$ cat src/rtl/txdr_pkg.sv
// Shared types, sizes and helpers for the transmit descriptor ring block.
// No dependencies; used by tx_descriptor_ring_admit.
package txdr_pkg;

  localparam int unsigned RING_DEPTH = 64;
  localparam int unsigned SLOT_W     = (RING_DEPTH > 2) ? $clog2(RING_DEPTH) : 1;
  localparam int unsigned OUTS_W     = $clog2(RING_DEPTH + 1);
  localparam int unsigned LEN_W      = 12;
  localparam int unsigned CREDIT_W   = 13;

  localparam logic [CREDIT_W-1:0] CREDIT_MAX      = 13'd8191;
  localparam logic [CREDIT_W-1:0] BUF_SIZE_RESET  = 13'd4096;
  localparam logic [15:0]         TX_BASE_RESET   = 16'd4096;

  localparam logic [0:0] FUNC_SUBMIT = 1'b0;
  localparam logic [0:0] FUNC_DONE   = 1'b1;

  localparam logic [1:0] STATUS_OK      = 2'd0;
  localparam logic [1:0] STATUS_FULL    = 2'd1;
  localparam logic [1:0] STATUS_NOSPACE = 2'd2;

  // Register word indexes on the configuration port
  localparam logic [0:0] REG_BUF_SIZE = 1'b0;
  localparam logic [0:0] REG_TX_BASE  = 1'b1;

  typedef struct packed {
    logic [0:0]  func;
    logic [10:0] header_size;
    logic [10:0] data_size;
    logic [15:0] fifo_wr_ptr;
    logic [5:0]  slot;
  } req_t;

  typedef struct packed {
    logic [1:0]          status;
    logic [5:0]          desc_slot;
    logic [15:0]         frame_ptr;
    logic [LEN_W-1:0]    frame_len;
    logic [CREDIT_W-1:0] space_left;
    logic [6:0]          in_flight;
  } rsp_t;

  // Length rounded up to a 4-byte multiple
  function automatic logic [CREDIT_W-1:0] round4(input logic [LEN_W-1:0] v);
    logic [CREDIT_W-1:0] s;
    s = CREDIT_W'(v) + CREDIT_W'(3);
    return s & ~CREDIT_W'(3);
  endfunction

endpackage

$ cat src/rtl/txdr_ram.sv
// Generic single-port-write, single-port-read RAM with registered read data.
// No dependencies.
module txdr_ram #(
  parameter int unsigned WIDTH = 8,
  parameter int unsigned DEPTH = 64
) (
  input  logic                     clk_i,
  input  logic                     we_i,
  input  logic [$clog2(DEPTH)-1:0] waddr_i,
  input  logic [WIDTH-1:0]         wdata_i,
  input  logic [$clog2(DEPTH)-1:0] raddr_i,
  output logic [WIDTH-1:0]         rdata_o
);

  logic [WIDTH-1:0] mem [DEPTH];

  always_ff @(posedge clk_i) begin
    if (we_i) begin
      mem[waddr_i] <= wdata_i;
    end
    rdata_o <= mem[raddr_i];
  end

endmodule

$ cat src/rtl/tx_descriptor_ring_admit.sv
// Transmit descriptor ring manager: reclaim, admission check and descriptor fill.
// Depends on txdr_pkg and txdr_ram (descriptor length and ready mark stores).
//
// Usage: after reset busy_o stays high while a clearing pass zeroes the ready marks,
// which live in a second RAM. Then raise start_i with a request on req_i while busy_o
// is low. A done request (func = 1) clears the ready mark of one slot and its result
// strobes on done_o in the next cycle. A submit request walks the ring from the oldest
// outstanding descriptor, one descriptor per cycle through the RAM read ports, until
// it meets one still marked ready or none is left outstanding; the cycle after the
// walk decides and, if admitted, fills. It reclaims 0 to 64 descriptors, and busy_o
// stays high until its result strobe. Each result is on rsp_o for the single cycle in
// which done_o is high and must be taken then.
// Writing tx_buffer_size also reloads the free credit; write configuration only while
// busy_o is low and no request is pending.
module tx_descriptor_ring_admit (
  input  logic             clk_i,
  input  logic             rst_ni,
  input  logic             start_i,
  input  txdr_pkg::req_t   req_i,
  output logic             busy_o,
  output logic             done_o,
  output txdr_pkg::rsp_t   rsp_o,
  input  logic             psel,
  input  logic             penable,
  input  logic             pwrite,
  input  logic [2:0]       paddr,
  input  logic [31:0]      pwdata,
  output logic [31:0]      prdata,
  output logic             pready
);

  localparam int unsigned SW = txdr_pkg::SLOT_W;
  localparam int unsigned OW = txdr_pkg::OUTS_W;
  localparam int unsigned CW = txdr_pkg::CREDIT_W;
  localparam int unsigned LW = txdr_pkg::LEN_W;

  typedef enum logic [1:0] {ST_CLEAR, ST_IDLE, ST_WALK} state_e;

  state_e                       state_q, state_d;
  logic [SW-1:0]                clr_q, clr_d;
  logic [SW-1:0]                next_q, next_d;
  logic [SW-1:0]                oldest_q, oldest_d;
  logic [OW-1:0]                outs_q, outs_d;
  logic [CW-1:0]                credit_q, credit_d;
  logic [CW-1:0]                buf_size_q, buf_size_d;
  logic [15:0]                  base_q, base_d;
  logic                         done_q, done_d;
  txdr_pkg::rsp_t               rsp_q, rsp_d;

  // request latch
  logic [LW-1:0]                len_q;
  logic [15:0]                  wptr_q;

  logic                         accept;
  logic                         cfg_wr;
  logic                         ram_we;
  logic [LW-1:0]                ram_rdata;
  logic                         rdy_we;
  logic [SW-1:0]                rdy_waddr;
  logic [0:0]                   rdy_wdata;
  logic [0:0]                   rdy_rdata;
  logic [CW-1:0]                need;
  logic [CW:0]                  credit_sum;
  logic                         can_reclaim;
  logic                         slot_ok;

  function automatic logic [SW-1:0] ring_next(input logic [SW-1:0] i);
    return (i == SW'(txdr_pkg::RING_DEPTH - 1)) ? '0 : i + SW'(1);
  endfunction

  assign accept  = start_i && !busy_o;
  assign cfg_wr  = psel && penable && pwrite && pready;
  assign pready  = 1'b1;
  assign prdata  = (paddr[2] == txdr_pkg::REG_TX_BASE) ? {16'b0, base_q}
                                                         : {19'b0, buf_size_q};
  assign busy_o  = (state_q != ST_IDLE);
  assign done_o  = done_q;
  assign rsp_o   = rsp_q;

  assign need        = txdr_pkg::round4(len_q);
  assign credit_sum  = {1'b0, credit_q} + {1'b0, txdr_pkg::round4(ram_rdata)};
  assign can_reclaim = (outs_q != '0) && (rdy_rdata == 1'b0);
  assign slot_ok     = {3'b0, req_i.slot} < 9'(txdr_pkg::RING_DEPTH);

  always_comb begin
    state_d    = state_q;
    clr_d      = clr_q;
    next_d     = next_q;
    oldest_d   = oldest_q;
    outs_d     = outs_q;
    credit_d   = credit_q;
    buf_size_d = buf_size_q;
    base_d     = base_q;
    done_d     = 1'b0;
    rsp_d      = rsp_q;
    ram_we     = 1'b0;
    rdy_we     = 1'b0;
    rdy_waddr  = next_q;
    rdy_wdata  = 1'b0;

    case (state_q)
      ST_CLEAR: begin
        rdy_we    = 1'b1;
        rdy_waddr = clr_q;
        clr_d     = ring_next(clr_q);
        if (clr_q == SW'(txdr_pkg::RING_DEPTH - 1)) begin
          state_d = ST_IDLE;
        end
      end
      ST_IDLE: begin
        if (accept) begin
          if (req_i.func == txdr_pkg::FUNC_DONE) begin
            if (slot_ok) begin
              rdy_we    = 1'b1;
              rdy_waddr = SW'(req_i.slot);
              rdy_wdata = 1'b0;
            end
            rsp_d            = '0;
            rsp_d.status     = txdr_pkg::STATUS_OK;
            rsp_d.space_left = credit_q;
            rsp_d.in_flight  = 7'(outs_q);
            done_d           = 1'b1;
          end else begin
            state_d = ST_WALK;
          end
        end
      end
      ST_WALK: begin
        if (can_reclaim) begin
          // ram_rdata holds the length of the oldest entry
          credit_d = credit_sum[CW] ? txdr_pkg::CREDIT_MAX
                   : ((credit_sum[CW-1:0] > txdr_pkg::CREDIT_MAX) ? txdr_pkg::CREDIT_MAX
                                                                  : credit_sum[CW-1:0]);
          oldest_d = ring_next(oldest_q);
          outs_d   = outs_q - OW'(1);
        end else begin
          rsp_d = '0;
          if (outs_q >= OW'(txdr_pkg::RING_DEPTH)) begin
            rsp_d.status = txdr_pkg::STATUS_FULL;
          end else if (credit_q < need) begin
            rsp_d.status = txdr_pkg::STATUS_NOSPACE;
          end else begin
            rsp_d.status     = txdr_pkg::STATUS_OK;
            rsp_d.desc_slot  = 6'(next_q);
            rsp_d.frame_ptr  = wptr_q + base_q;
            rsp_d.frame_len  = len_q;
            ram_we           = 1'b1;
            rdy_we           = 1'b1;
            rdy_waddr        = next_q;
            rdy_wdata        = 1'b1;
            next_d           = ring_next(next_q);
            outs_d           = outs_q + OW'(1);
            credit_d         = credit_q - need;
          end
          rsp_d.space_left = credit_d;
          rsp_d.in_flight  = 7'(outs_d);
          done_d           = 1'b1;
          state_d          = ST_IDLE;
        end
      end
      default: begin
        state_d = ST_IDLE;
      end
    endcase

    if (cfg_wr) begin
      if (paddr[2] == txdr_pkg::REG_BUF_SIZE) begin
        buf_size_d = pwdata[CW-1:0];
        credit_d   = pwdata[CW-1:0];
      end else begin
        base_d = pwdata[15:0];
      end
    end
  end

  always_ff @(posedge clk_i or negedge rst_ni) begin
    if (!rst_ni) begin
      state_q    <= ST_CLEAR;
      clr_q      <= '0;
      next_q     <= '0;
      oldest_q   <= '0;
      outs_q     <= '0;
      credit_q   <= txdr_pkg::BUF_SIZE_RESET;
      buf_size_q <= txdr_pkg::BUF_SIZE_RESET;
      base_q     <= txdr_pkg::TX_BASE_RESET;
      done_q     <= 1'b0;
      rsp_q      <= '0;
    end else begin
      state_q    <= state_d;
      clr_q      <= clr_d;
      next_q     <= next_d;
      oldest_q   <= oldest_d;
      outs_q     <= outs_d;
      credit_q   <= credit_d;
      buf_size_q <= buf_size_d;
      base_q     <= base_d;
      done_q     <= done_d;
      rsp_q      <= rsp_d;
    end
  end

  always_ff @(posedge clk_i) begin
    if (accept) begin
      len_q  <= LW'(req_i.header_size) + LW'(req_i.data_size);
      wptr_q <= req_i.fifo_wr_ptr;
    end
  end

  // Read addresses follow oldest_d so the data for oldest_q is ready each walk cycle.
  // Every write lands at an earlier edge than the next accept, whose read sees it.
  txdr_ram #(
    .WIDTH (LW),
    .DEPTH (txdr_pkg::RING_DEPTH)
  ) u_len_ram (
    .clk_i   (clk_i),
    .we_i    (ram_we),
    .waddr_i (next_q),
    .wdata_i (len_q),
    .raddr_i (oldest_d),
    .rdata_o (ram_rdata)
  );

  txdr_ram #(
    .WIDTH (1),
    .DEPTH (txdr_pkg::RING_DEPTH)
  ) u_rdy_ram (
    .clk_i   (clk_i),
    .we_i    (rdy_we),
    .waddr_i (rdy_waddr),
    .wdata_i (rdy_wdata),
    .raddr_i (oldest_d),
    .rdata_o (rdy_rdata)
  );

  a_outs_bound: assert property (@(posedge clk_i) disable iff (!rst_ni)
    outs_q <= OW'(txdr_pkg::RING_DEPTH))
    else $error("outstanding count above ring depth");

  a_empty_ptrs: assert property (@(posedge clk_i) disable iff (!rst_ni)
    (outs_q == '0) |-> (oldest_q == next_q))
    else $error("empty ring with oldest and next apart");

  a_accept_resp: assert property (@(posedge clk_i) disable iff (!rst_ni)
    accept |=> (busy_o || done_o))
    else $error("accepted request neither working nor answered");

  a_reject_clean: assert property (@(posedge clk_i) disable iff (!rst_ni)
    (done_o && rsp_o.status != txdr_pkg::STATUS_OK) |->
      (rsp_o.desc_slot == '0 && rsp_o.frame_len == '0 && rsp_o.frame_ptr == '0))
    else $error("rejected submit carries descriptor fields");

endmodule
$ cat config.mk
export PLATFORM = sky130hd
export DESIGN_NAME = tx_descriptor_ring_admit
export DESIGN_NICKNAME = d
export VERILOG_FILES = /design/src/rtl/txdr_pkg.sv /design/src/rtl/txdr_ram.sv /design/src/rtl/tx_descriptor_ring_admit.sv
export SDC_FILE = /design/constraint.sdc
export NUM_CORES = 1
export LEC_CHECK = 0
export BUFFER_PORTS_ARGS = -buffer_cell sky130_fd_sc_hd__buf_2
export CAP_MARGIN = 20
export CORE_AREA = 2 2 314 316
export DETAILED_ROUTE_END_ITERATION = 12
export DIE_AREA = 0 0 316 318
export HOLD_SLACK_MARGIN = 0.08
export PLACE_DENSITY_LB_ADDON = 0.15
export SLEW_MARGIN = 20
export SYNTH_ARGS = -nofsm -noshare
export SYNTH_HDL_FRONTEND = slang
export SYNTH_SLANG_ARGS = --single-unit
$ cat constraint.sdc
create_clock -name clk_i -period 6.8 [get_ports clk_i]
set_input_delay 0.68 -clock clk_i [delete_from_list [all_inputs] [get_ports clk_i]]
set_output_delay 0.68 -clock clk_i [all_outputs]
set_load 0.05 [all_outputs]
# Yosys cells after proc, flatten, opt, wreduce, memory -nomap -nowiden
# Memories as Yosys holds them, arrays and structs flattened. A register that Yosys moved wholly into a read port is not among the register bits.
# Cells that the tools add are included.
dict set report totals {
  mem_bits_rw 832
  regBits 154
  word_cells 108
  input_bits 86
  out_inout_bits 91
  memories 2
}
dict set report classes {
  n_addsub 11
  n_mux 46
  magnitude_cmp 3
  n_reduce_logical 13
  n_eq_ne 11
  bitwise 5
}
# memory depth width read_ports rd_ports_with_merged_regs wr line_no
set mem_list {}
lappend mem_list {u_len_ram.mem 64 12 1 1 1 txdr_ram.sv:15} ;# logic [WIDTH-1:0] mem [DEPTH];
lappend mem_list {u_rdy_ram.mem 64 1 1 1 1 txdr_ram.sv:15}
# operator n
set op_table {}
lappend op_table {{2-to-1 mux 56 bit} 3}
lappend op_table {{one-hot mux 56 bit (2 select lines)} 1}
lappend op_table {{2-to-1 mux 13 bit} 8}
lappend op_table {{2-to-1 mux 34 bit} 2}
lappend op_table {{2-to-1 mux 6 bit} 7}
lappend op_table {{adder 12 x 2 -> 13 bit (second input constant)} 2}
lappend op_table {{2-to-1 mux 7 bit} 3}
lappend op_table {{adder 6 x 1 -> 6 bit (second input constant)} 3}
lappend op_table {{equality test 6 bit (second input constant)} 3}
lappend op_table {{adder 16 bit} 1}
lappend op_table {{2-to-1 mux 16 bit} 1}
lappend op_table {{adder 13 x 13 -> 14 bit} 1}
lappend op_table {{> comparator 13 bit (second input constant)} 1}
lappend op_table {{less-than comparator 13 bit} 1}
lappend op_table {{subtractor 13 bit} 1}
lappend op_table {{adder 11 x 11 -> 12 bit} 1}
lappend op_table {{2-to-1 mux 2 bit} 6}
lappend op_table {{one-hot mux 6 bit (2 select lines)} 1}
lappend op_table {{AND reduction 4 bit} 3}
lappend op_table {{2-to-1 mux 1 bit} 11}
lappend op_table {{!= test 2 bit (second input constant)} 5}
lappend op_table {{adder 7 x 1 -> 7 bit (second input constant)} 1}
lappend op_table {{>= comparator 7 bit (second input constant)} 1}
lappend op_table {{nonzero test 7 bit} 1}
lappend op_table {{13 further kinds} 21}

# Longest topological paths before layout
dict set report logic_depth {
  depth_word 9
  mapped_depth 16
  mapped_depth_nobuf 15
}

# Modules after synthesis
# A second synthesis with hierarchy kept.
dict set report hier_totals {
  hier_cells 2489
  hier_area_um2 41847.6
}
# module seq_area_each_um2 cells_each n_inst area_each_um2
set by_module_without_submodules {}
lappend by_module_without_submodules {{txdr_ram (u_len_ram)} 23302.3 1339 1 29851.1}
lappend by_module_without_submodules {tx_descriptor_ring_admit 3997.6 946 1 9082.5}
lappend by_module_without_submodules {{txdr_ram (u_rdy_ram)} 1941.9 204 1 2914.0}

# Worst setup path after synthesis
# No wires, ideal clock.
dict set report synth_path {
  path_kind {register to register}
  startpoint {register len_q[1]}
  endpoint {register next_q[1]}
  required_time_ns 6.673
  setup_time_ns 0.127
  path_stages_with_launch 14
  setup_slack_ns 1.574
  arrival_time_ns 5.099
  n_path_buf 1
  period_less_slack_ns 5.226
  cell_sequence {edfxtp_1 -> o21a_1 -> and2_1 -> and3_1 -> nand3_1 -> nor2_1 -> nand2_1 -> xor2_1 -> ha_1 -> a2111o_1 -> o21ai_0 -> o21ai_1 -> clkbuf_1 -> mux2_2}
}
dict set report synth_via {
  elab_chain_cells 4
}
# item line_no
set synth_rtl {}
lappend synth_rtl {{start, declared} tx_descriptor_ring_admit.sv:51} ;# logic [LW-1:0] len_q;
lappend synth_rtl {{start signal, assigned} tx_descriptor_ring_admit.sv:204} ;# len_q <= LW'(req_i.header_size) + LW'(req_i.data_size);
lappend synth_rtl {{adder 12 x 2 -> 13 bit} txdr_pkg.sv:46} ;# s = CREDIT_W'(v) + CREDIT_W'(3);
lappend synth_rtl {{less-than comparator 13 bit} tx_descriptor_ring_admit.sv:140} ;# end else if (credit_q < need) begin
lappend synth_rtl {{NOT 1 bit (no line)} --}
lappend synth_rtl {{AND reduction 4 bit (no line)} --}
lappend synth_rtl {{end signal, assigned} tx_descriptor_ring_admit.sv:191} ;# next_q <= next_d;
lappend synth_rtl {{end, declared} tx_descriptor_ring_admit.sv:41} ;# logic [SW-1:0] next_q, next_d;
# No other way between the ends.
# A chain may end at the register's enable or synchronous reset.

# Worst setup path after layout
dict set report layout_path {
  startpoint {register len_q[4]}
  endpoint {memory u_len_ram.mem[20][5] in the netlist's numbering, enable pin}
}
dict set report layout_via {
  elab_chain_cells 8
}
# item line_no
set layout_rtl {}
lappend layout_rtl {{adder 12 x 2 -> 13 bit} txdr_pkg.sv:46}
lappend layout_rtl {{less-than comparator 13 bit} tx_descriptor_ring_admit.sv:140}
lappend layout_rtl {{2-to-1 mux 1 bit} tx_descriptor_ring_admit.sv:140}
lappend layout_rtl {{2-to-1 mux 1 bit} tx_descriptor_ring_admit.sv:138} ;# if (outs_q >= OW'(txdr_pkg::RING_DEPTH)) begin
lappend layout_rtl {{2-to-1 mux 1 bit} tx_descriptor_ring_admit.sv:129} ;# if (can_reclaim) begin
lappend layout_rtl {{2-to-1 mux 1 bit} tx_descriptor_ring_admit.sv:101} ;# case (state_q)
lappend layout_rtl {{2-to-1 mux 1 bit} txdr_ram.sv:18} ;# if (we_i) begin
lappend layout_rtl {{2-to-1 mux 1 bit (not written as such)} txdr_ram.sv:19} ;# mem[waddr_i] <= wdata_i;
lappend layout_rtl {{end, declared} txdr_ram.sv:15}
# No other way between the ends.

==> results.sh <==
export IMPL_start_kind="flip-flop"
export IMPL_gp_congestion=0.8412
export IMPL_via_count=28830
export IMPL_grt_max_degree=148
export IMPL_switching_share_pct=36.91
export IMPL_cpPeakStageDelay_ns=0.80
export IMPL_async_reset_ff_share_pct=12.61
export IMPL_synth_top_area_share_pct=59.54
export IMPL_whs_ns=0.1603
export IMPL_overflow=0
export IMPL_first_global_vias=27500
export IMPL_fin_tns_setup_ns=0
export IMPL_p_int_uw=12310
export IMPL_placed_cell_area_mm2=0.04571
export IMPL_final_cells=5040
export IMPL_finalInstanceArea_mm2=0.04907
export IMPL_holdCritPathClass="in2reg"
export IMPL_layout_min_cycle_time_ns=5.172
export IMPL_drv_slew=0
export IMPL_critPathTopFamily="simple AND/OR/NAND/NOR gates"
export IMPL_synth_most_common_cell="edfxtp_1"
export IMPL_clk_pin_slew_worst_paths_ns=0.06
export IMPL_netlist_top_cells_area="edfxtp_1, dfrtp_1, nand2_1"
export IMPL_wl_per_cell_um=23.94
export IMPL_run_status="complete, no violations"
export IMPL_via_per_inst=5.721
export IMPL_wl_um=120700
export IMPL_portBuffers=141
export IMPL_io_pins=177
export IMPL_antenna_found_initial=5
export IMPL_syn_area_mm2=0.04337
export IMPL_grt_pass1_wl_um=177900
export IMPL_hold_viol_final=0
export IMPL_cp_end_kind="flip-flop"
export IMPL_yosys_area_top_type="edfxtp_1"
export IMPL_cts_num_sinks=999
export IMPL_tritoncts="done"
export IMPL_multi_input_area_mm2=0.01303
export IMPL_crit_required_ns=7.20
export IMPL_p_leak_uw=0.01769
export IMPL_p_total_uw=19510
export IMPL_core_mm2=0.09741
export IMPL_nFillCells=8495
export IMPL_criticalPathCategory="reg2reg"
export IMPL_cts_htree_levels=3
export IMPL_ys_warn_count=0
export IMPL_placement_rows=115
export IMPL_ys_ff_latch=999
export IMPL_netlist_instances=3519
export IMPL_clock_latency_ns=0.71
export IMPL_antenna_left=0
export IMPL_rsz0062_at_grt="false"
export IMPL_antenna_diode_count=0
export IMPL_cts_root_buf="clkbuf_16"
export IMPL_switchingPower_uw=7201
export IMPL_die_h_um=318
export IMPL_synth_seq_area_share_pct=67.42
export IMPL_fin_skew_ns=0.06493
export IMPL_clkPwrFrac_pct=28.6
export IMPL_synth_edf_count=860
export IMPL_layout_area_seq_mm2=0.02924
export IMPL_drive_above_1_share_pct=12.87
export IMPL_arrival_ns=5.57
export IMPL_area_growth_pct=13.14
export IMPL_path_depth=14
export IMPL_setup_viol=0
export IMPL_path_cells="buf_4 > and3_1 > nand3_1 > nor2_1 > nand2_1 > xor2_1 > ha_1 > a2111o_1 > o21ai_0 > o21ai_4 > and2_1 > nand2_1 > nor2_1 > buf_4"
export IMPL_maxCapViolations=0
export IMPL_dp_cells=4847
export IMPL_avgSynthCellArea_um2=12.33
export IMPL_drtIter0Drc=3014
export IMPL_synth_ff_type="edfxtp_1"
export IMPL_combPwrFrac_pct=32.4
export IMPL_reg2regPathDepth=14
export IMPL_initial_core_util_pct=44.53
export IMPL_holdPathStages=1
export IMPL_clk_path_buf_depth=3
export IMPL_dr_pass1_iters=6
export IMPL_relSlewSlack_pct=28.20
export IMPL_numCtsBuffers=103
export IMPL_synth_cell_types=75
export IMPL_cts_resized=0
export IMPL_synth_top_cells_by_count="edfxtp_1, nand2_1, a21oi_1, nor2_1, nand3_1"
export IMPL_cp_slowest_cell="nor2_1"
export IMPL_postCtsSetupRepairBufs=0
export IMPL_drc_errors=0
export IMPL_period_share_pct=76.06
export IMPL_grt_total_usage_pct=23.73
export IMPL_seqPwrFrac_pct=39.0
export IMPL_cp_max_fo=43
export IMPL_die_w_um=316
export IMPL_vdd_ir_drop_max_v=0.0003138
export IMPL_p_per_area_mw_per_mm2=397.6
export IMPL_clock_fmax_mhz=193.4
export IMPL_crit_buf_inv=2
export IMPL_nNetsFinal=3814
export IMPL_tightest_slew_ns=1.077
export IMPL_die_area_mm2=0.1005
export IMPL_dp_hpwl_um=70780
power by group through the flow:
| stage | clock [µW] | combinational [µW] | sequential [µW] |
|---|---|---|---|
| 2_1_floorplan | 0 | 3870 | 8110 |
| 3_3_place_gp | 0 | 6260 | 7730 |
| 3_5_place_dp | 0 | 6300 | 7730 |
| 4_1_cts | 5650 | 6330 | 7610 |
| 5_1_grt | 5900 | 6870 | 7650 |
| 6_report | 5570 | 6330 | 7610 |
cell type report:
cell class | instances | share of cell area, %
Clock buffer | 140 | 5.698
Clock inverter | 52 | 1.119
Timing Repair Buffer | 263 | 3.399
Multi-Input combinational cell | 2257 | 26.55
Tap cell | 1287 | 3.281
Sequential cell | 999 | 59.59
Inverter | 42 | 0.3621
state kept, by name, indices dropped and copies added (netlist names):
signal	cells
u_len_ram.mem	768
u_rdy_ram.mem	64
rsp_o	56
base_q	16
wptr_q	16
buf_size_q	13
credit_q	13
len_q	12
u_len_ram.rdata_o	12
outs_q	7
clr_q	6
next_q	6
oldest_q	6
state_q	2
done_o	1
u_rdy_ram.rdata_o	1
stage by stage:
step,utilization [%],setup WS (ns)
finish,50.38,1.628
global route,50.38,1.380
CTS,50.37,1.595
detailed placement,46.92,1.609
global placement,46.91,1.686
floorplan,-,1.574
placed cells by master (no fill, tap or decap), types with 45 or more instances in the layout:
cell type and instances:
edfxtp_1 860, nand2_1 683, a21oi_1 207, nor2_1 199, nand3_1 184, buf_2 140
dfrtp_1 123, buf_4 118, a211oi_1 106, clkbuf_16 103, o21ai_0 83, and3_1 74
mux2i_1 71, nor3_1 58, ha_1 58, a22oi_1 54, a311oi_1 51, xnor2_1 45
final timing paths:
path | startpoint | to | slack, ns
min | req_i[21] | wptr_q[15] | 0.16
min in group asynchronous | rst_ni | rsp_o[46] | 0.52
max | len_q[4] | u_len_ram.mem[20][5] | 1.63
max in group asynchronous | rst_ni | oldest_q[3] | 4.87
max reg2reg | len_q[4] | u_len_ram.mem[20][5] | 1.63
min reg2reg | credit_q[0] | rsp_o[7] | 0.45
logic make-up (layout without fill, tap and decap cells):
family	after synthesis	in the layout	share of synthesized area, %
DFF	999	999	67.42
and+or+nand+nor	1290	1290	12.90
xor gates and xnor gates	69	69	1.393
adders and majority gates	62	62	1.858
other	2	17	0.01731
muxes	109	109	2.622
buffers and inverters	278	497	2.893
AOI/OAI and AO/OA	710	710	10.90
timing repair:
item	in CTS	in global routing
hold buffers	1	0
hold endpoints to repair	51	0
setup endpoints to repair	0	0
routing by layer:
metal	global-route usage, %	vias up	routed length, µm
li1	-	13340	-
met1	33.00	14360	51990
met2	37.70	929	56570
met3	4.193	203	8125
met4	7.804	4	3974
met5	0	-	22
No activity file was read; power rests on OpenSTA's default activity.
